==> config.mk <==
export PLATFORM = sky130hd
export DESIGN_NAME = led_blink_fade_controller_core
export DESIGN_NICKNAME = d
export VERILOG_FILES = /design/src/rtl/lbfc_pkg.sv /design/src/rtl/led_blink_fade_controller_core.sv
export VERILOG_INCLUDE_DIRS = /design/src /design/src/rtl
export SDC_FILE = /design/constraint.sdc
export NUM_CORES = 1
export LEC_CHECK = 0
export BUFFER_PORTS_ARGS = -buffer_cell sky130_fd_sc_hd__buf_2
export CORE_MARGIN = 3
export CORE_UTILIZATION = 30
export DETAILED_ROUTE_END_ITERATION = 8
export PLACE_DENSITY_LB_ADDON = 0.1
export SLEW_MARGIN = 25
export SYNTH_ARGS = -nofsm -noshare
export SYNTH_HDL_FRONTEND = slang
export SYNTH_SLANG_ARGS = --single-unit
==> constraint.sdc <==
create_clock -name clock -period 9 [get_ports clock]
set_clock_uncertainty 0.15 [all_clocks]
set_input_delay 1.8 -clock clock [delete_from_list [all_inputs] [get_ports clock]]
set_output_delay 1.8 -clock clock [all_outputs]
set_load 0.1 [all_outputs]
==> src/rtl/led_blink_fade_controller_core_macros.svh <==
// ----------------------------------------------------------------------------
// led blink and fade controller assertion macros
// shared property forms for the controller checks
// ----------------------------------------------------------------------------
`ifndef LED_BLINK_FADE_CONTROLLER_CORE_MACROS_SVH
`define LED_BLINK_FADE_CONTROLLER_CORE_MACROS_SVH

// same-cycle implication, sampled on clock, off during reset
`define LBFC_ASSERT_SAME(label, ante, cons) \
   label: assert property (@(posedge clock) disable iff (reset) (ante) |-> (cons)) \
      else $error("lbfc same-cycle check failed");

// next-cycle implication, sampled on clock, off during reset
`define LBFC_ASSERT_NEXT(label, ante, cons) \
   label: assert property (@(posedge clock) disable iff (reset) (ante) |=> (cons)) \
      else $error("lbfc next-cycle check failed");

`endif

==> src/rtl/lbfc_pkg.sv <==
// ----------------------------------------------------------------------------
// lbfc_pkg
// widths, defaults and codes of the led blink and fade controller
// ----------------------------------------------------------------------------
`timescale 1ns / 1ps
`default_nettype none

package lbfc_pkg;

   // default widths
   localparam int DEFAULT_TIME_BITS  = 16;
   localparam int DEFAULT_LEVEL_BITS = 8;

   // fixed field widths
   localparam int MODE_BITS      = 3;
   localparam int COUNT_BITS     = 16;
   localparam int LIGHT_BITS     = 3;
   localparam int CSR_INDEX_BITS = 2;

   // reset phase length in ticks
   localparam int DEFAULT_PHASE_TICKS = 500;

   // command codes
   typedef enum logic [MODE_BITS-1:0] {
      MODE_TICK     = 3'd0,
      MODE_OFF      = 3'd1,
      MODE_ON_HIGH  = 3'd2,
      MODE_ON_LEVEL = 3'd3,
      MODE_BLINK    = 3'd4,
      MODE_FADE     = 3'd5
   } mode_type;

   // light phase codes, also reported on the result word
   typedef enum logic [LIGHT_BITS-1:0] {
      LIGHT_OFF        = 3'd0,
      LIGHT_ON         = 3'd1,
      LIGHT_BLINK_HIGH = 3'd2,
      LIGHT_BLINK_LOW  = 3'd3,
      LIGHT_RAMP_UP    = 3'd4,
      LIGHT_RAMP_DOWN  = 3'd5
   } light_type;

   // register indexes
   typedef enum logic [CSR_INDEX_BITS-1:0] {
      REG_HIGH_LEVEL = 2'd0,
      REG_LOW_LEVEL  = 2'd1,
      REG_HIGH_TIME  = 2'd2,
      REG_LOW_TIME   = 2'd3
   } reg_index_type;

endpackage

`default_nettype wire

==> src/rtl/led_blink_fade_controller_core.sv <==
// ----------------------------------------------------------------------------
// led_blink_fade_controller_core
// blink and fade pattern generator for one led, driven by commands and ticks
// ----------------------------------------------------------------------------
// Each request word is a command (off, on, on at a level, blink, fade) or a
// millisecond tick, and each produces one response word with the brightness
// and light phase after the update. Commands, and ticks that need no
// interpolation, are answered straight from idle. A tick in mid fade ramp
// steps through the sequencer states: idle takes the word and latches the
// operands, S_MUL multiplies the level span by the elapsed ticks, S_DIV runs
// a shared restoring divider that divides by the phase length one quotient
// bit per cycle, and S_FIN applies the step.
// Only one word is in flight; a new request is taken once the sequencer is
// idle and the response register is empty or being read in that cycle.
// Configuration writes are taken in any cycle and must only be issued while
// the block is idle.
`timescale 1ns / 1ps
`default_nettype none

module led_blink_fade_controller_core #(
   parameter int TIME_BITS  = lbfc_pkg::DEFAULT_TIME_BITS,
   parameter int LEVEL_BITS = lbfc_pkg::DEFAULT_LEVEL_BITS
) (
   input  wire logic                                clock,
   input  wire logic                                reset,
   // request channel
   input  wire logic                                req_valid,
   output logic                                     req_ready,
   input  wire logic [lbfc_pkg::MODE_BITS-1:0]      req_mode,
   input  wire logic [LEVEL_BITS-1:0]               req_level_in,
   input  wire logic [lbfc_pkg::COUNT_BITS-1:0]     req_repeat_count,
   // response channel
   output logic                                     rsp_valid,
   input  wire logic                                rsp_ready,
   output logic [LEVEL_BITS-1:0]                    rsp_level_out,
   output logic [lbfc_pkg::LIGHT_BITS-1:0]          rsp_light_state,
   // configuration channel
   input  wire logic                                csr_valid,
   output logic                                     csr_ready,
   input  wire logic [lbfc_pkg::CSR_INDEX_BITS-1:0] csr_index,
   input  wire logic [((TIME_BITS > LEVEL_BITS) ? TIME_BITS : LEVEL_BITS)-1:0] csr_wdata
);

   import lbfc_pkg::*;

   localparam int PROD_BITS = LEVEL_BITS + TIME_BITS;
   localparam int CNT_BITS  = $clog2(LEVEL_BITS + 1);

   typedef enum logic [1:0] {
      S_IDLE,
      S_MUL,
      S_DIV,
      S_FIN
   } seq_state_type;

   // sequencer and response registers
   seq_state_type             state_ff, state_in;
   logic                      rsp_valid_ff, rsp_valid_in;
   logic [LEVEL_BITS-1:0]     rsp_level_ff, rsp_level_in;
   logic [LIGHT_BITS-1:0]     rsp_light_ff, rsp_light_in;

   // configuration registers
   logic [LEVEL_BITS-1:0]     high_level_ff, high_level_in;
   logic [LEVEL_BITS-1:0]     low_level_ff, low_level_in;
   logic [TIME_BITS-1:0]      high_time_ff, high_time_in;
   logic [TIME_BITS-1:0]      low_time_ff, low_time_in;

   // pattern state
   light_type                 phase_ff, phase_in;
   logic [TIME_BITS-1:0]      phase_ticks_ff, phase_ticks_in;
   logic [COUNT_BITS-1:0]     cycles_left_ff, cycles_left_in;
   logic [LEVEL_BITS-1:0]     brightness_ff, brightness_in;
   logic [LEVEL_BITS-1:0]     ramp_from_ff, ramp_from_in;
   logic [LEVEL_BITS-1:0]     ramp_to_ff, ramp_to_in;

   // divider datapath
   logic [LEVEL_BITS-1:0]     div_diff_ff, div_diff_in;
   logic                      div_neg_ff, div_neg_in;
   logic [TIME_BITS-1:0]      div_len_ff, div_len_in;
   logic [TIME_BITS-1:0]      rem_ff, rem_in;
   logic [LEVEL_BITS-1:0]     quot_ff, quot_in;
   logic [CNT_BITS-1:0]       div_cnt_ff, div_cnt_in;

   // helpers
   logic                      req_fire;
   logic                      go_div;
   logic                      is_active;
   logic                      is_blink;
   logic                      is_rise;
   logic [TIME_BITS-1:0]      ticks_inc;
   logic [TIME_BITS-1:0]      cur_len;
   logic [COUNT_BITS-1:0]     cycles_dec;
   logic [PROD_BITS-1:0]      prod;
   logic [TIME_BITS:0]        trial;
   logic                      trial_ge;

   assign req_fire  = req_valid && req_ready;
   assign req_ready = (state_ff == S_IDLE) && (!rsp_valid_ff || rsp_ready);
   assign csr_ready = 1'b1;

   assign rsp_valid       = rsp_valid_ff;
   assign rsp_level_out   = rsp_level_ff;
   assign rsp_light_state = rsp_light_ff;

   // phase classification and tick arithmetic
   assign is_blink  = (phase_ff == LIGHT_BLINK_HIGH) || (phase_ff == LIGHT_BLINK_LOW);
   assign is_active = is_blink || (phase_ff == LIGHT_RAMP_UP) ||
                      (phase_ff == LIGHT_RAMP_DOWN);
   assign is_rise   = (phase_ff == LIGHT_BLINK_HIGH) || (phase_ff == LIGHT_RAMP_UP);
   assign ticks_inc = (phase_ticks_ff == {TIME_BITS{1'b1}}) ? phase_ticks_ff
                                                            : phase_ticks_ff + 1'b1;
   assign cur_len   = is_rise ? high_time_ff : low_time_ff;

   // full cycle count, endless when the sign bit is set
   assign cycles_dec = ((cycles_left_ff != '0) && !cycles_left_ff[COUNT_BITS-1])
                       ? cycles_left_ff - 1'b1 : cycles_left_ff;

   // shared multiplier and divider step
   assign prod     = PROD_BITS'(div_diff_ff) * PROD_BITS'(phase_ticks_ff);
   assign trial    = {rem_ff, quot_ff[LEVEL_BITS-1]};
   assign trial_ge = trial >= {1'b0, div_len_ff};

   // next-state logic
   always_comb begin
      state_in       = state_ff;
      rsp_valid_in   = rsp_valid_ff && !rsp_ready;
      rsp_level_in   = rsp_level_ff;
      rsp_light_in   = rsp_light_ff;
      high_level_in  = high_level_ff;
      low_level_in   = low_level_ff;
      high_time_in   = high_time_ff;
      low_time_in    = low_time_ff;
      phase_in       = phase_ff;
      phase_ticks_in = phase_ticks_ff;
      cycles_left_in = cycles_left_ff;
      brightness_in  = brightness_ff;
      ramp_from_in   = ramp_from_ff;
      ramp_to_in     = ramp_to_ff;
      div_diff_in    = div_diff_ff;
      div_neg_in     = div_neg_ff;
      div_len_in     = div_len_ff;
      rem_in         = rem_ff;
      quot_in        = quot_ff;
      div_cnt_in     = div_cnt_ff;
      go_div         = 1'b0;

      // register writes
      if (csr_valid && csr_ready) begin
         case (csr_index)
            REG_HIGH_LEVEL: high_level_in = csr_wdata[LEVEL_BITS-1:0];
            REG_LOW_LEVEL:  low_level_in  = csr_wdata[LEVEL_BITS-1:0];
            REG_HIGH_TIME:  high_time_in  = csr_wdata[TIME_BITS-1:0];
            REG_LOW_TIME:   low_time_in   = csr_wdata[TIME_BITS-1:0];
            default: ;
         endcase
      end

      case (state_ff)
         S_IDLE: begin
            if (req_fire) begin
               case (req_mode)
                  MODE_TICK: begin
                     if (is_active) begin
                        if (cycles_left_ff == '0) begin
                           // count used up: go dark at the low level
                           brightness_in = low_level_ff;
                           phase_in      = LIGHT_OFF;
                        end else if (is_blink) begin
                           if (ticks_inc < cur_len) begin
                              phase_ticks_in = ticks_inc;
                           end else begin
                              phase_ticks_in = '0;
                              if (phase_ff == LIGHT_BLINK_LOW) begin
                                 brightness_in  = high_level_ff;
                                 phase_in       = LIGHT_BLINK_HIGH;
                                 cycles_left_in = cycles_dec;
                              end else begin
                                 brightness_in = low_level_ff;
                                 phase_in      = LIGHT_BLINK_LOW;
                              end
                           end
                        end else if (ticks_inc < cur_len) begin
                           // mid-ramp: interpolate on the divider
                           phase_ticks_in = ticks_inc;
                           go_div         = 1'b1;
                           div_len_in     = cur_len;
                           div_neg_in     = ramp_to_ff < ramp_from_ff;
                           div_diff_in    = (ramp_to_ff < ramp_from_ff)
                                            ? ramp_from_ff - ramp_to_ff
                                            : ramp_to_ff - ramp_from_ff;
                        end else begin
                           // ramp end: turn around from the target
                           brightness_in  = ramp_to_ff;
                           ramp_from_in   = ramp_to_ff;
                           phase_ticks_in = '0;
                           if (phase_ff == LIGHT_RAMP_DOWN) begin
                              phase_in       = LIGHT_RAMP_UP;
                              ramp_to_in     = high_level_ff;
                              cycles_left_in = cycles_dec;
                           end else begin
                              phase_in   = LIGHT_RAMP_DOWN;
                              ramp_to_in = low_level_ff;
                           end
                        end
                     end
                  end
                  MODE_OFF: begin
                     brightness_in = '0;
                     phase_in      = LIGHT_OFF;
                  end
                  MODE_ON_HIGH: begin
                     brightness_in = high_level_ff;
                     phase_in      = LIGHT_ON;
                  end
                  MODE_ON_LEVEL: begin
                     brightness_in = req_level_in;
                     phase_in      = LIGHT_ON;
                  end
                  MODE_BLINK: begin
                     cycles_left_in = req_repeat_count;
                     phase_ticks_in = '0;
                     if (req_repeat_count == '0) begin
                        brightness_in = low_level_ff;
                        phase_in      = LIGHT_OFF;
                     end else begin
                        brightness_in = high_level_ff;
                        phase_in      = LIGHT_BLINK_HIGH;
                     end
                  end
                  MODE_FADE: begin
                     cycles_left_in = req_repeat_count;
                     brightness_in  = low_level_ff;
                     ramp_from_in   = low_level_ff;
                     ramp_to_in     = high_level_ff;
                     phase_ticks_in = '0;
                     phase_in       = LIGHT_RAMP_UP;
                  end
                  default: ;
               endcase

               if (go_div) begin
                  state_in = S_MUL;
               end else begin
                  rsp_valid_in = 1'b1;
                  rsp_level_in = brightness_in;
                  rsp_light_in = phase_in;
               end
            end
         end
         S_MUL: begin
            // product split into partial remainder and dividend bits
            rem_in     = prod[PROD_BITS-1:LEVEL_BITS];
            quot_in    = prod[LEVEL_BITS-1:0];
            div_cnt_in = CNT_BITS'(LEVEL_BITS);
            state_in   = S_DIV;
         end
         S_DIV: begin
            // one restoring step per cycle
            if (trial_ge) begin
               rem_in = TIME_BITS'(trial - {1'b0, div_len_ff});
            end else begin
               rem_in = trial[TIME_BITS-1:0];
            end
            quot_in    = (quot_ff << 1) | LEVEL_BITS'(trial_ge);
            div_cnt_in = div_cnt_ff - 1'b1;
            if (div_cnt_ff == CNT_BITS'(1)) begin
               state_in = S_FIN;
            end
         end
         S_FIN: begin
            // step toward the target by the truncated quotient
            brightness_in = div_neg_ff ? ramp_from_ff - quot_ff : ramp_from_ff + quot_ff;
            rsp_valid_in  = 1'b1;
            rsp_level_in  = brightness_in;
            rsp_light_in  = phase_ff;
            state_in      = S_IDLE;
         end
         default: begin
            state_in = S_IDLE;
         end
      endcase
   end

   // state and registered outputs
   always_ff @(posedge clock) begin
      if (reset) begin
         state_ff       <= S_IDLE;
         rsp_valid_ff   <= 1'b0;
         high_level_ff  <= '1;
         low_level_ff   <= '0;
         high_time_ff   <= TIME_BITS'(DEFAULT_PHASE_TICKS);
         low_time_ff    <= TIME_BITS'(DEFAULT_PHASE_TICKS);
         phase_ff       <= LIGHT_OFF;
         phase_ticks_ff <= '0;
         cycles_left_ff <= '0;
         brightness_ff  <= '0;
         ramp_from_ff   <= '0;
         ramp_to_ff     <= '0;
      end else begin
         state_ff       <= state_in;
         rsp_valid_ff   <= rsp_valid_in;
         high_level_ff  <= high_level_in;
         low_level_ff   <= low_level_in;
         high_time_ff   <= high_time_in;
         low_time_ff    <= low_time_in;
         phase_ff       <= phase_in;
         phase_ticks_ff <= phase_ticks_in;
         cycles_left_ff <= cycles_left_in;
         brightness_ff  <= brightness_in;
         ramp_from_ff   <= ramp_from_in;
         ramp_to_ff     <= ramp_to_in;
      end
      rsp_level_ff <= rsp_level_in;
      rsp_light_ff <= rsp_light_in;
      div_diff_ff  <= div_diff_in;
      div_neg_ff   <= div_neg_in;
      div_len_ff   <= div_len_in;
      rem_ff       <= rem_in;
      quot_ff      <= quot_in;
      div_cnt_ff   <= div_cnt_in;
   end

   // checks
   `include "led_blink_fade_controller_core_macros.svh"

   `LBFC_ASSERT_SAME(a_busy_not_ready, state_ff != S_IDLE, !req_ready)
   `LBFC_ASSERT_SAME(a_rem_below_len, state_ff == S_DIV, rem_ff < div_len_ff)
   `LBFC_ASSERT_NEXT(a_ramp_tick_divides, req_fire && go_div, state_ff == S_MUL)
   `LBFC_ASSERT_NEXT(a_fin_gives_word, state_ff == S_FIN, rsp_valid_ff && state_ff == S_IDLE)

endmodule

`default_nettype wire
# --- Word level (Yosys, flattened, before mapping) ---
# Index checks and enable logic that the tools add are counted.
# W data, S select, Z words.
op_classes:
  add_sub_neg: 8
  multipliers: 1
  div_mod_pow: 0
  order_cmp: 3
  eq_ne: 27
  shifts: 0
  mux: 71
  bitwise: 3
  reduce_logical: 36
ops:
  columns: ["operator", "count"]
  rows:
  - ["$mux W16", 14]
  - ["$mux W8", 21]
  - ["$pmux W16 S2", 3]
  - ["$pmux W8 S2", 5]
  - ["$pmux W8 S6", 1]
  - ["$logic_not A16 Y1", 2]
  - ["$mul A8 B16 Y24", 1]
  - ["$sub A8 B8 Y8", 3]
  - ["$mux W3", 7]
  - ["$ge A17 B16 Y1", 1]
  - ["$add A16 B1 Y16 const B", 1]
  - ["$eq A16 B16 Y1 const B", 1]
  - ["$lt A16 B16 Y1", 1]
  - ["$reduce_bool A16 Y1", 1]
  - ["$sub A16 B1 Y16 const B", 1]
  - ["$sub A16 B16 Y16", 1]
  - ["$pmux W3 S5", 1]
  - ["$ne A2 B2 Y1 const B", 7]
  - ["$reduce_and A7 Y1", 2]
  - ["$eq A3 B2 Y1 const B", 4]
  - ["$eq A3 B3 Y1 const B", 4]
  - ["$reduce_and A2 Y1", 6]
  - ["$mux W1", 11]
  - ["$add A8 B8 Y8", 1]
  - ["other kinds (25)", 49]
word_totals:
  regBits: 174
  latchBits: 0
  ram_bits: 0
  rom_bits: 0
  out_inout_bits: 14
  n_memories: 0

# --- Logic depth before layout (Yosys ltp) ---
# Gate-level depths: netlist of the first run.
depth:
  ltp_word: 14
  depth_mapped: 19
  depth_no_buf: 18

# --- Least setup slack after synthesis of the first run ---
# OpenSTA, ideal clock, no wires.
synth_timing:
  kind: "reg2reg"
  startpoint: "reg div_diff_ff[6]"
  endpoint: "reg rem_ff[15], data pin"
  t_arrival_ns: 4.774
  setup_slack_ns: 3.807
  stages_incl_launch_ff: 18
  path_buffers: 1
  cell_sequence: "edfxtp_1 > clkbuf_1 > and2_1 > fa_1 > fa_1 > fa_1 > inv_1 > fa_1 > inv_1 > ha_1 > a21o_1 > or3_1 > o221ai_1 > a32oi_1 > a211o_1 > a21oi_1 > xnor2_1 > mux2i_1"
synth_via:
  elab_chain_cells: 2
synth_rtl:
  columns: ["item", "line", "source"]
  rows:
  - ["start: declaration", "led_blink_fade_controller_core.sv:77", "logic [LEVEL_BITS-1:0] div_diff_ff, div_diff_in;"]
  - ["start signal: assignment", "led_blink_fade_controller_core.sv:315", "div_diff_ff <= div_diff_in;"]
  - ["$mul A8 B16 Y24", "led_blink_fade_controller_core.sv:119", "assign prod = PROD_BITS'(div_diff_ff) * PROD_BITS'(phase_ticks_ff);"]
  - ["$pmux W16 S2", "led_blink_fade_controller_core.sv:158", "case (state_ff)"]
  - ["named net rem_in[15]", "led_blink_fade_controller_core.sv:80", "logic [TIME_BITS-1:0] rem_ff, rem_in;"]
  - ["end signal: assignment", "led_blink_fade_controller_core.sv:318", "rem_ff <= rem_in;"]
  - ["end: declaration", "led_blink_fade_controller_core.sv:80", null]
# The timed path passes the listed nets, and every way through them passes these cells.
# A chain may end at the register's enable or synchronous reset.

# --- Final worst setup path of the first run ---
layout_timing:
  startpoint: "reg div_diff_ff[4]"
  endpoint: "reg rem_ff[15], data pin"
# The elaborated chain is that of the path after synthesis.

==> out/metrics.yaml, run 1 <==
synthesis:
  ys.warnings.count: 0
  postSynthNetCount: 2010
  number_of_standard_cells_after_synthesis: 1767
  netlist.top_cell.by_area: "sky130_fd_sc_hd__dfxtp_1"
  seq_area_frac_synth_pct: 27.5
  yosys_register_bits: 174
  syn_area_um2: 15000
  synth_enable_flop_cells: 64
  post_synth.cell_area_avg_um2: 8.49
  post_synth_arst_share_pct: 0
  synth_ff_type: "sky130_fd_sc_hd__dfxtp_1"
  netlist_top_cells_area: "sky130_fd_sc_hd__dfxtp_1, sky130_fd_sc_hd__edfxtp_1, sky130_fd_sc_hd__fa_1"
  synth_top_cell_area_share_pct: 14.7
  synth_cell_types: 77
clocking:
  htree_num_levels: 4
  post_cts.resized_instances: 0
  cts.hold.buffers_added: 0
  root_buffer: "sky130_fd_sc_hd__clkbuf_16"
  cts.sink_count: 174
  max-clock-path-buffers: 2
  tritoncts: "yes"
  clk_pin_slew_worst_paths_ps: 70
  postCtsSetupRepairBufs: 0
  worst_skew_pair.late_latency_ps: 480
  cts_buffers: 17
detailed_routing:
  drc_errors: 0
  viasPerCell: 4.99
  wl_met1_um: 20500
  wl_met3_um: 1460
  drt_first_pass_iters: 6
  postRouteAntennaNets: 0
  first_iteration_detailed_routing_drc_count: 675
  top_signal_layer_used: "met4"
  met2_length_um: 21200
  routed_wl_um: 44300
  avgRoutedWirePerCell_um: 18.1
  vias: 12216
placed_design:
  place.detailed.hpwl_um: 33600
  globalplace.congestion: 0.845
  dp.cells: 2415
  portBuffers: 62
  pre_cts_ws_ps: 3310
critical_path:
  rr_endpoint: "rem_ff[15]"
  setup.worst_path.class: "reg -> reg"
  critical_path.max_fanout: 16
  timing.critical_path.from_type: "register"
  timing.reg2reg.worst_path_depth: 16
  critical-path-slowest-cell: "sky130_fd_sc_hd__edfxtp_1"
  cp.buffers_inverters: 2
  end_kind: "register"
  worst_ep_required_time_ps: 9050
  crit_family: "adder cells"
  maximum_single_stage_delay_on_the_critical_path_ps: 620
  crit-reg2reg-launch: "div_diff_ff[4]"
  timing.reg2reg.setup_slack_ps: 3350
  cp_cell_sequence: "and2_1, fa_1, fa_1, fa_1, inv_1, fa_1, inv_1, ha_1, a21o_1, or3_1, o221ai_1, a32oi_1, a211o_1, a21oi_1, xnor2_1, mux2i_1"
  worst_path_most_repeated_cell: "sky130_fd_sc_hd__fa_1"
  cp_data_arrival_time_ps: 5700
timing:
  fin_crit_ps: 5650
  fmaxAchievable_ghz: 0.177
  tightestPinTransition_ps: 1060
  rsz0062_at_grt: "no"
  finalCritPeriodShare_pct: 62.8
  worst_slew_margin_rel_pct: 29.1
  maxSlewViolCount: 0
  post-route-worst-setup-slack_ps: 3350
  hold_viol: 0
  tns_ps: 0
  setup_viol_count_final: 0
floorplan:
  die-width_um: 230
  fp-row-count: 81
  chipHeight_um: 230
  die_area_um2: 52700
  fp.coreArea_um2: 49200
  top_level_ports: 64
  starting_density_of_the_core_pct: 30.5
outcome:
  status: "finished clean"
final_layout:
  post-route-util_pct: 33.4
  final-instance-count-excl-fill: 2448
  area_growth_pct: 9.61
  antenna_cells_inserted: 0
  final_nets: 2014
  layout-drive-gt1-share_pct: 7.96
pwr:
  p_total_w: 0.00250
  total_leakage_power_nw: 7.10
  worst_ir_drop_vdd_uv: 112
  pwr_density_cell_nw_per_um2: 152
global_routing:
  largest_net_degree_at_the_start_of_global_routing: 87
  antenna_found_initial: 0
  grt_usage_pct: 17.2
  grt_first_pass_wirelength_um: 70600
  via_count_of_the_first_global_routing_pass: 12142
  overflow: 0
flow_run:
  maxCapViolations: 0
min_path:
  hold_class: "reg -> reg"
  hold_end: "high_time_ff[11]"
  worst_hold_startpoint: "high_time_ff[11]"
  hold-path-cell-count: 2
-- power breakdown --
part | internal (W) | total [W] | switching, W | leakage [nW]
Clock | 0.000391 | 0.000748 | 0.000357 | 0.286
Sequential | 0.000903 | 0.000969 | 0.0000658 | 1.49
Combinational | 0.000263 | 0.000786 | 0.000523 | 5.32
-- worst register-to-register path, cell delays in order (launching register included) --
cell and delay [ps]:
sky130_fd_sc_hd__edfxtp_1 620, sky130_fd_sc_hd__and2_1 300, sky130_fd_sc_hd__fa_1 550, sky130_fd_sc_hd__fa_1 440
sky130_fd_sc_hd__fa_1 540, sky130_fd_sc_hd__inv_1 50, sky130_fd_sc_hd__fa_1 530, sky130_fd_sc_hd__inv_1 40
sky130_fd_sc_hd__ha_1 360, sky130_fd_sc_hd__a21o_1 210, sky130_fd_sc_hd__or3_1 310, sky130_fd_sc_hd__o221ai_1 270
sky130_fd_sc_hd__a32oi_1 280, sky130_fd_sc_hd__a211o_1 320, sky130_fd_sc_hd__a21oi_1 190, sky130_fd_sc_hd__xnor2_1 140
sky130_fd_sc_hd__mux2i_1 90
-- kinds of logic (layout without fill, tap and decap cells) --
kind of cell    Yosys count  after routing  synth area share [%]
mux                      61             61                  4.19
other cells               1              1                0.0250
fa+ha+maj               193            193                  20.5
simple gates            626            626                  20.4
buf+inv                 270            287                  7.20
xor+xnor                 59             59                  3.45
flops                   174            174                  27.5
compound gates          383            383                  16.8
-- cell usage after synthesis (35+ instances only) --
cell                       instances
sky130_fd_sc_hd__inv_1           177
sky130_fd_sc_hd__nor2_1          133
sky130_fd_sc_hd__fa_1             88
sky130_fd_sc_hd__mux2i_1          47
sky130_fd_sc_hd__and2_1          118
sky130_fd_sc_hd__ha_1            105
sky130_fd_sc_hd__dfxtp_1         110
sky130_fd_sc_hd__clkbuf_1         78
sky130_fd_sc_hd__edfxtp_1         64
sky130_fd_sc_hd__o21ai_0          79
sky130_fd_sc_hd__nand2_1         198
sky130_fd_sc_hd__nor3_1           35
sky130_fd_sc_hd__a21oi_1         110
-- worst max-delay path by stage --
stage,start,endpoint,slack (ps),depth (start not counted)
6_report,div_diff_ff[4],rem_ff[15],3350,16
5_1_grt,div_diff_ff[7],rem_ff[15],3060,16
4_1_cts,div_diff_ff[7],rem_ff[15],3320,16
3_5_place_dp,div_diff_ff[7],rem_ff[15],3310,16
3_3_place_gp,div_diff_ff[4],rem_ff[14],3430,16
2_1_floorplan,div_diff_ff[6],rem_ff[15],3810,17
-- layout by cell type, fill, tap and decap left out, drive strengths merged, types with 16 or more instances in the layout --
cell type,synthesis,final
nand3b,16,16
inv,177,182
xnor2,34,34
nor2,134,134
a311oi,16,16
edfxtp,64,64
mux2i,47,47
nand3,29,29
a211oi,29,29
and2,119,119
a21oi,110,110
nand2,198,198
ha,105,105
buf,9,77
o21ai,80,80
fa,88,88
and3,18,18
xor2,25,25
nor2b,18,18
dfxtp,110,110
a31oi,21,21
nor3,36,36
clkbuf,83,22
-- state kept, by name, summed over array words and instances (netlist names), 16 cells and up --
signal	flops
cycles_left_ff	16
div_len_ff	16
high_time_ff	16
low_time_ff	16
phase_ticks_ff	16
rem_ff	16
-- per-layer routing --
metal  vias up  track usage [%]
li1       6102                -
met1      5833             22.5
met2       236             28.9
met3        45             2.66
met4         0             5.65
met5         -                0
-- area by class of cell --
| type | instances | area [um^2] |
|---|---|---|
| sequential | 174 | 4120 |
| clock inverter | 10 | 76.3 |
| inverter | 178 | 668 |
| multi-input combinational | 1323 | 9820 |
| clock buffer | 22 | 489 |
| fill | 5175 | 32700 |
| timing repair buffer | 77 | 429 |
| tap | 664 | 831 |
-- through the flow --
stage               hold WS, ps  instance area (um^2)
floorplan                   283                 15000
global placement            293                 15900
detailed placement          297                 15900
CTS                         307                 16400
global route                327                 16400
finish                      306                 16400
Power figures use the tool's default switching activity.
==> run 2, diff against run 1 <==
clock period = 5.1 ns   (was 9 ns; I/O delays follow)
==> out/metrics.yaml, run 2 (synthesis results as in run 1) <==
final_layout:
  layout_common_cells: "sky130_fd_sc_hd__nand2_1, sky130_fd_sc_hd__inv_1, sky130_fd_sc_hd__nor2_1, sky130_fd_sc_hd__and2_1"
  antenna_cells_inserted: 0  # unchanged
  final_nets: 2127  # +5.6%
  layout-drive-gt1-share_pct: 15.9  # +7.9 points
  post-route-util_pct: 36.0  # +2.5 points
  final_common_cell: "sky130_fd_sc_hd__nand2_1"
  final-instance-count-excl-fill: 2561  # +4.6%
  area_growth_pct: 17.9
min_path:
  worst_hold_startpoint: "low_time_ff[0]"
  hold-path-cell-count: 2  # unchanged
  hold_end: "low_time_ff[0]"
  hold_class: "reg -> reg"
detailed_routing:
  vias: 12684  # +3.8%
  drt_first_pass_iters: 5  # -1
  drc_errors: 0  # unchanged
  viasPerCell: 4.95  # -0.75%
  first_iteration_detailed_routing_drc_count: 657  # -2.7%
  postRouteAntennaNets: 0  # unchanged
  routed_wl_um: 45400  # +2.4%
  avgRoutedWirePerCell_um: 17.7  # -2.1%
global_routing:
  antenna_found_initial: 0  # unchanged
  via_count_of_the_first_global_routing_pass: 12774  # +5.2%
  grt_first_pass_wirelength_um: 72800  # +3.1%
  largest_net_degree_at_the_start_of_global_routing: 82  # -5.7%
  overflow: 0  # unchanged
  grt_usage_pct: 17.6  # +0.41 points
critical_path:
  setup.worst_path.class: "reg -> reg"
  rr_endpoint: "rem_ff[15]"
  timing.reg2reg.setup_slack_ps: -2  # -3350 ps
  end_kind: "register"
  timing.reg2reg.worst_path_depth: 17  # +1
  crit-reg2reg-launch: "div_diff_ff[5]"
  critical_path.max_fanout: 5  # -11
  worst_ep_required_time_ps: 5160  # -3890 ps
  timing.critical_path.from_type: "register"
  cp_data_arrival_time_ps: 5160  # -540 ps
clocking:
  root_buffer: "sky130_fd_sc_hd__clkbuf_16"
  worst_skew_pair.late_latency_ps: 470  # about the same
  max-clock-path-buffers: 2  # unchanged
  htree_num_levels: 4  # unchanged
  cts_buffers: 17  # unchanged
  tritoncts: "yes"
  cts.sink_count: 174  # unchanged
  cts.hold.buffers_added: 0  # unchanged
  clk_pin_slew_worst_paths_ps: 70  # about the same
placed_design:
  place.detailed.hpwl_um: 34800  # +3.8%
  dp.cells: 2509  # +3.9%
  pre_cts_ws_ps: -250  # -3560 ps
  globalplace.congestion: 0.891  # +5.4%
  portBuffers: 62  # unchanged
pwr:
  worst_ir_drop_vdd_uv: 233  # +110%
  total_leakage_power_nw: 7.69  # +8.4%
  pwr_density_cell_nw_per_um2: 253  # +66%
  p_total_w: 0.00447  # +79%
timing:
  hold_viol: 0  # unchanged
  fin_crit_ps: 5100  # -549 ps
  fmaxAchievable_ghz: 0.196  # +11%
  post-route-worst-setup-slack_ps: -2.04  # -3350 ps
  rsz0062_at_grt: "yes"
  tightestPinTransition_ps: 1030  # -34.5 ps
  maxSlewViolCount: 0  # unchanged
  tns_ps: -2.04  # -2.04 ps
  worst_slew_margin_rel_pct: 31.4  # +2.3 points
  finalCritPeriodShare_pct: 100  # +37 points
  setup_viol_count_final: 1  # +1
outcome:
  failed_checks: "setup timing"
  status: "finished, violations left"
floorplan:
  chipHeight_um: 230  # unchanged
  starting_density_of_the_core_pct: 30.5  # unchanged
  fp-row-count: 81  # unchanged
  top_level_ports: 64  # unchanged
  die-width_um: 230  # unchanged
  die_area_um2: 52700  # unchanged
  fp.coreArea_um2: 49200  # unchanged
flow_run:
  maxCapViolations: 0  # unchanged
-- run 2: cell type report --
| class | count | area [um^2] |
|---|---|---|
| fillers | 5110 | 31500 |
| multi-input cells | 1323 | 10100 |
| flip-flops and latches | 174 | 4120 |
| repair buffers | 190 | 1380 |
| well taps | 664 | 831 |
| inverters | 178 | 668 |
| clock buffers | 22 | 484 |
| clock inverters | 10 | 98.8 |
-- run 2: routing by layer --
metal / vias to the layer above / track usage (%) / share of wire, % / routed length [um]
li1: 6324 / - / - / -
met4: 0 / 5.73 / 2.2 / 996
met3: 42 / 2.38 / 2.5 / 1140
met2: 190 / 29.9 / 49 / 22000
met1: 6128 / 23.0 / 47 / 21200
met5: - / 0 / 0 / 0
-- run 2: critical path: stages, from the launching register on --
cell,delay [ps]
sky130_fd_sc_hd__edfxtp_1,490
sky130_fd_sc_hd__buf_6,170
sky130_fd_sc_hd__and2_4,150
sky130_fd_sc_hd__fa_1,550
sky130_fd_sc_hd__fa_2,440
sky130_fd_sc_hd__fa_1,530
sky130_fd_sc_hd__inv_2,40
sky130_fd_sc_hd__fa_1,470
sky130_fd_sc_hd__inv_1,40
sky130_fd_sc_hd__ha_2,160
sky130_fd_sc_hd__a21o_1,180
sky130_fd_sc_hd__or3_4,390
sky130_fd_sc_hd__o221ai_4,230
sky130_fd_sc_hd__a32oi_4,190
sky130_fd_sc_hd__a211o_1,300
sky130_fd_sc_hd__a21oi_2,130
sky130_fd_sc_hd__xnor2_1,130
sky130_fd_sc_hd__mux2i_1,80
-- run 2: stage by stage --
stage | area (um^2) | hold slack, ps
after floorplan | 15000 | 283
after global placement | 16700 | 294
after detailed placement | 16700 | 298
after CTS | 17500 | 308
after global routing | 17700 | 325
final | 17700 | 308
-- run 2: worst max-delay path by stage --
stage                               from         end  slack, ps  depth (start not counted)
after floorplan           div_diff_ff[6]  rem_ff[15]         40                         17
after global placement    div_diff_ff[7]  rem_ff[13]       -180                         16
after detailed placement  div_diff_ff[7]  rem_ff[13]       -250                         16
after CTS                 div_diff_ff[7]  rem_ff[15]        -20                         17
after global routing      div_diff_ff[5]  rem_ff[15]       -190                         17
final                     div_diff_ff[5]  rem_ff[15]         -2                         17
-- run 2: repair_timing --
item,4_1_cts,5_1_grt
gates resized for setup,36,37
pin swaps,33,34
endpoints found under the setup margin,9,14
buffers inserted,17,3
hold endpoints to repair,0,0
-- run 2: report_power, final --
part,switching (W),internal [W]
combinational,0.000934,0.000485
clock,0.000619,0.000731
sequential,0.000109,0.00159
total,0.00166,0.00281
==> run 3, diff against run 2 <==
==> constraint.sdc (replaced) <==
create_clock -name clock -period 5.1 [get_ports clock]
set_clock_uncertainty 0.15 [all_clocks]
set_input_delay 0 -clock clock [delete_from_list [all_inputs] [get_ports clock]]
set_output_delay 0 -clock clock [all_outputs]
set_load 0.1 [all_outputs]
==> out/metrics.yaml, run 3 (synthesis results as in run 1) <==
outcome:
  status: "finished clean"
global_routing:
  via_count_of_the_first_global_routing_pass: 12747  # -0.21%
  largest_net_degree_at_the_start_of_global_routing: 92  # +12%
  grt_first_pass_wirelength_um: 72700  # about the same
  antenna_found_initial: 0  # unchanged
  overflow: 0  # unchanged
  grt_usage_pct: 17.6  # +0.023 points
critical_path:
  cp_cell_sequence: "buf_6, and2_4, fa_1, fa_1, fa_1, inv_2, fa_1, inv_2, ha_4, a21o_1, or3_4, o221ai_4, a32oi_4, a211o_1, a21oi_2, xnor2_1, mux2i_1"
  critical-path-slowest-cell: "sky130_fd_sc_hd__fa_1"
  timing.critical_path.from_type: "register"
  end_kind: "register"
  timing.reg2reg.worst_path_depth: 17  # unchanged
  timing.reg2reg.setup_slack_ps: 30  # +30 ps
  crit-reg2reg-launch: "div_diff_ff[6]"
  critical_path.max_fanout: 4  # -1
  worst_ep_required_time_ps: 5170  # about the same
  rr_endpoint: "rem_ff[15]"
  setup.worst_path.class: "reg -> reg"
  worst_path_most_repeated_cell: "sky130_fd_sc_hd__fa_1"
  maximum_single_stage_delay_on_the_critical_path_ps: 540  # about the same
  cp_data_arrival_time_ps: 5140  # -20 ps
detailed_routing:
  vias: 12775  # +0.72%
  drt_first_pass_iters: 5  # unchanged
  first_iteration_detailed_routing_drc_count: 656  # -0.15%
  avgRoutedWirePerCell_um: 17.5  # -1.0%
  routed_wl_um: 45700  # +0.63%
  viasPerCell: 4.91  # -0.95%
  postRouteAntennaNets: 0  # unchanged
  drc_errors: 0  # unchanged
timing:
  post-route-worst-setup-slack_ps: 25.2  # +27.3 ps
  hold_viol: 0  # unchanged
  rsz0062_at_grt: "yes"
  tightestPinTransition_ps: 994  # -34.8 ps
  worst_slew_margin_rel_pct: 32.0  # +0.60 points
  setup_viol_count_final: 0  # -1
  fmaxAchievable_ghz: 0.197  # +0.54%
  maxSlewViolCount: 0  # unchanged
  fin_crit_ps: 5070  # -27.3 ps
  tns_ps: 0  # +2.04 ps
  finalCritPeriodShare_pct: 99.5  # -0.54 points
pwr:
  p_total_w: 0.00449  # +0.34%
  worst_ir_drop_vdd_uv: 283  # +22%
  pwr_density_cell_nw_per_um2: 249  # -1.5%
  total_leakage_power_nw: 7.89  # +2.5%
clocking:
  root_buffer: "sky130_fd_sc_hd__clkbuf_16"
  clk_pin_slew_worst_paths_ps: 70  # about the same
  tritoncts: "yes"
  cts.sink_count: 174  # unchanged
  worst_skew_pair.late_latency_ps: 470  # about the same
  cts_buffers: 17  # unchanged
  htree_num_levels: 4  # unchanged
  max-clock-path-buffers: 2  # unchanged
flow_run:
  maxCapViolations: 0  # unchanged
final_layout:
  area_growth_pct: 20.0
  final-instance-count-excl-fill: 2604  # +1.7%
  antenna_cells_inserted: 0  # unchanged
  nFillCells: 5097  # -0.25%
  design_area_um2: 18000  # +1.8%
  final_nets: 2170  # +2.0%
  layout-drive-gt1-share_pct: 14.2  # -1.6 points
  final_common_cell: "sky130_fd_sc_hd__nand2_1"
  layout_common_cells: "sky130_fd_sc_hd__nand2_1, sky130_fd_sc_hd__inv_1, sky130_fd_sc_hd__nor2_1, sky130_fd_sc_hd__and2_1, sky130_fd_sc_hd__dfxtp_1"
placed_design:
  portBuffers: 62  # unchanged
  pre_cts_ws_ps: -213  # +36.1 ps
  place.detailed.hpwl_um: 34900  # +0.12%
  globalplace.congestion: 0.880  # -1.2%
  dp.cells: 2509  # unchanged
  placed_area_um2: 16700  # unchanged
min_path:
  hold_end: "rsp_light_state[0]"
  worst_hold_startpoint: "req_mode[2]"
  hold_class: "in -> reg"
  hold-path-cell-count: 4  # +2
floorplan:
  fp.coreArea_um2: 49200  # unchanged
  die_area_um2: 52700  # unchanged
  die-width_um: 230  # unchanged
  starting_density_of_the_core_pct: 30.5  # unchanged
  chipHeight_um: 230  # unchanged
  fp-row-count: 81  # unchanged
  top_level_ports: 64  # unchanged
==> run 3: changes by cell type in the layout (fill, tap and decap cells not counted), sizes merged <==
cell         previous run  this run
dlygate4sd3             0        47
clkinv                  5        10
clkbuf                 23        20
buf                   189       186
inv                   182       179
==> run 3: area by class of cell <==
class	count	area (um^2)	area share, %
clock buffers	20	457	2.54
clock inverters	12	133	0.737
inverters	178	668	3.71
multi-input cells	1323	9990	55.5
flip-flops and latches	174	4120	22.9
well taps	664	831	4.61
repair buffers	233	1810	10.0
==> run 3: layer usage <==
| metal | share of wire (%) | track usage, % | vias to the layer above |
|---|---|---|---|
| met1 | 47 | 23.2 | 6134 |
| met2 | 49 | 29.9 | 189 |
| met4 | 1.8 | 4.67 | 0 |
| met3 | 2.8 | 2.80 | 41 |
| li1 | - | - | 6411 |
| met5 | 0 | 0 | - |
==> run 3: power by group <==
group	total [W]	switching [W]	internal (W)
logic	0.00145	0.000934	0.000512
clock network	0.00134	0.000626	0.000710
registers	0.00170	0.000111	0.00159
==> run 3: how the worst max path moves through the flow <==
stage                   start    endpoint  slack [ps]  cells after the start
6_report       div_diff_ff[6]  rem_ff[15]          30                     17
5_1_grt        div_diff_ff[6]  rem_ff[15]        -160                     17
4_1_cts        div_diff_ff[2]  rem_ff[15]           7                     18
3_3_place_gp   div_diff_ff[7]  rem_ff[13]        -170                     16
2_1_floorplan  div_diff_ff[6]  rem_ff[15]          40                     17
3_5_place_dp   div_diff_ff[7]  rem_ff[13]        -210                     16
==> run 3: timing repair <==
| action | in CTS | in global routing |
|---|---|---|
| hold buffers | 47 | 0 |
| cloned | 0 | 0 |
| gates resized for setup | 19 | 26 |
| buffers inserted | 13 | 2 |
| endpoints found under the setup margin | 8 | 24 |
| pin swaps | 22 | 29 |
| endpoints found under the hold margin | 82 | 0 |
==> run 3: worst max-delay path, delay by kind of cell (launching register included) <==
kind            cells  cell delay, ps
compound gates      5            1020
xor+xnor            1             120
fa+ha+maj           5            2320
buf+inv             3             240
flops               1             420
mux                 1              80
simple gates        2             490
==> run 3: through the flow <==
step	hold slack, ps	util [%]
after floorplan	-32.2	-
after global placement	74.7	33.9
after detailed placement	81.6	33.9
after CTS	88.1	36.4
after global routing	155	36.6
final	137	36.6
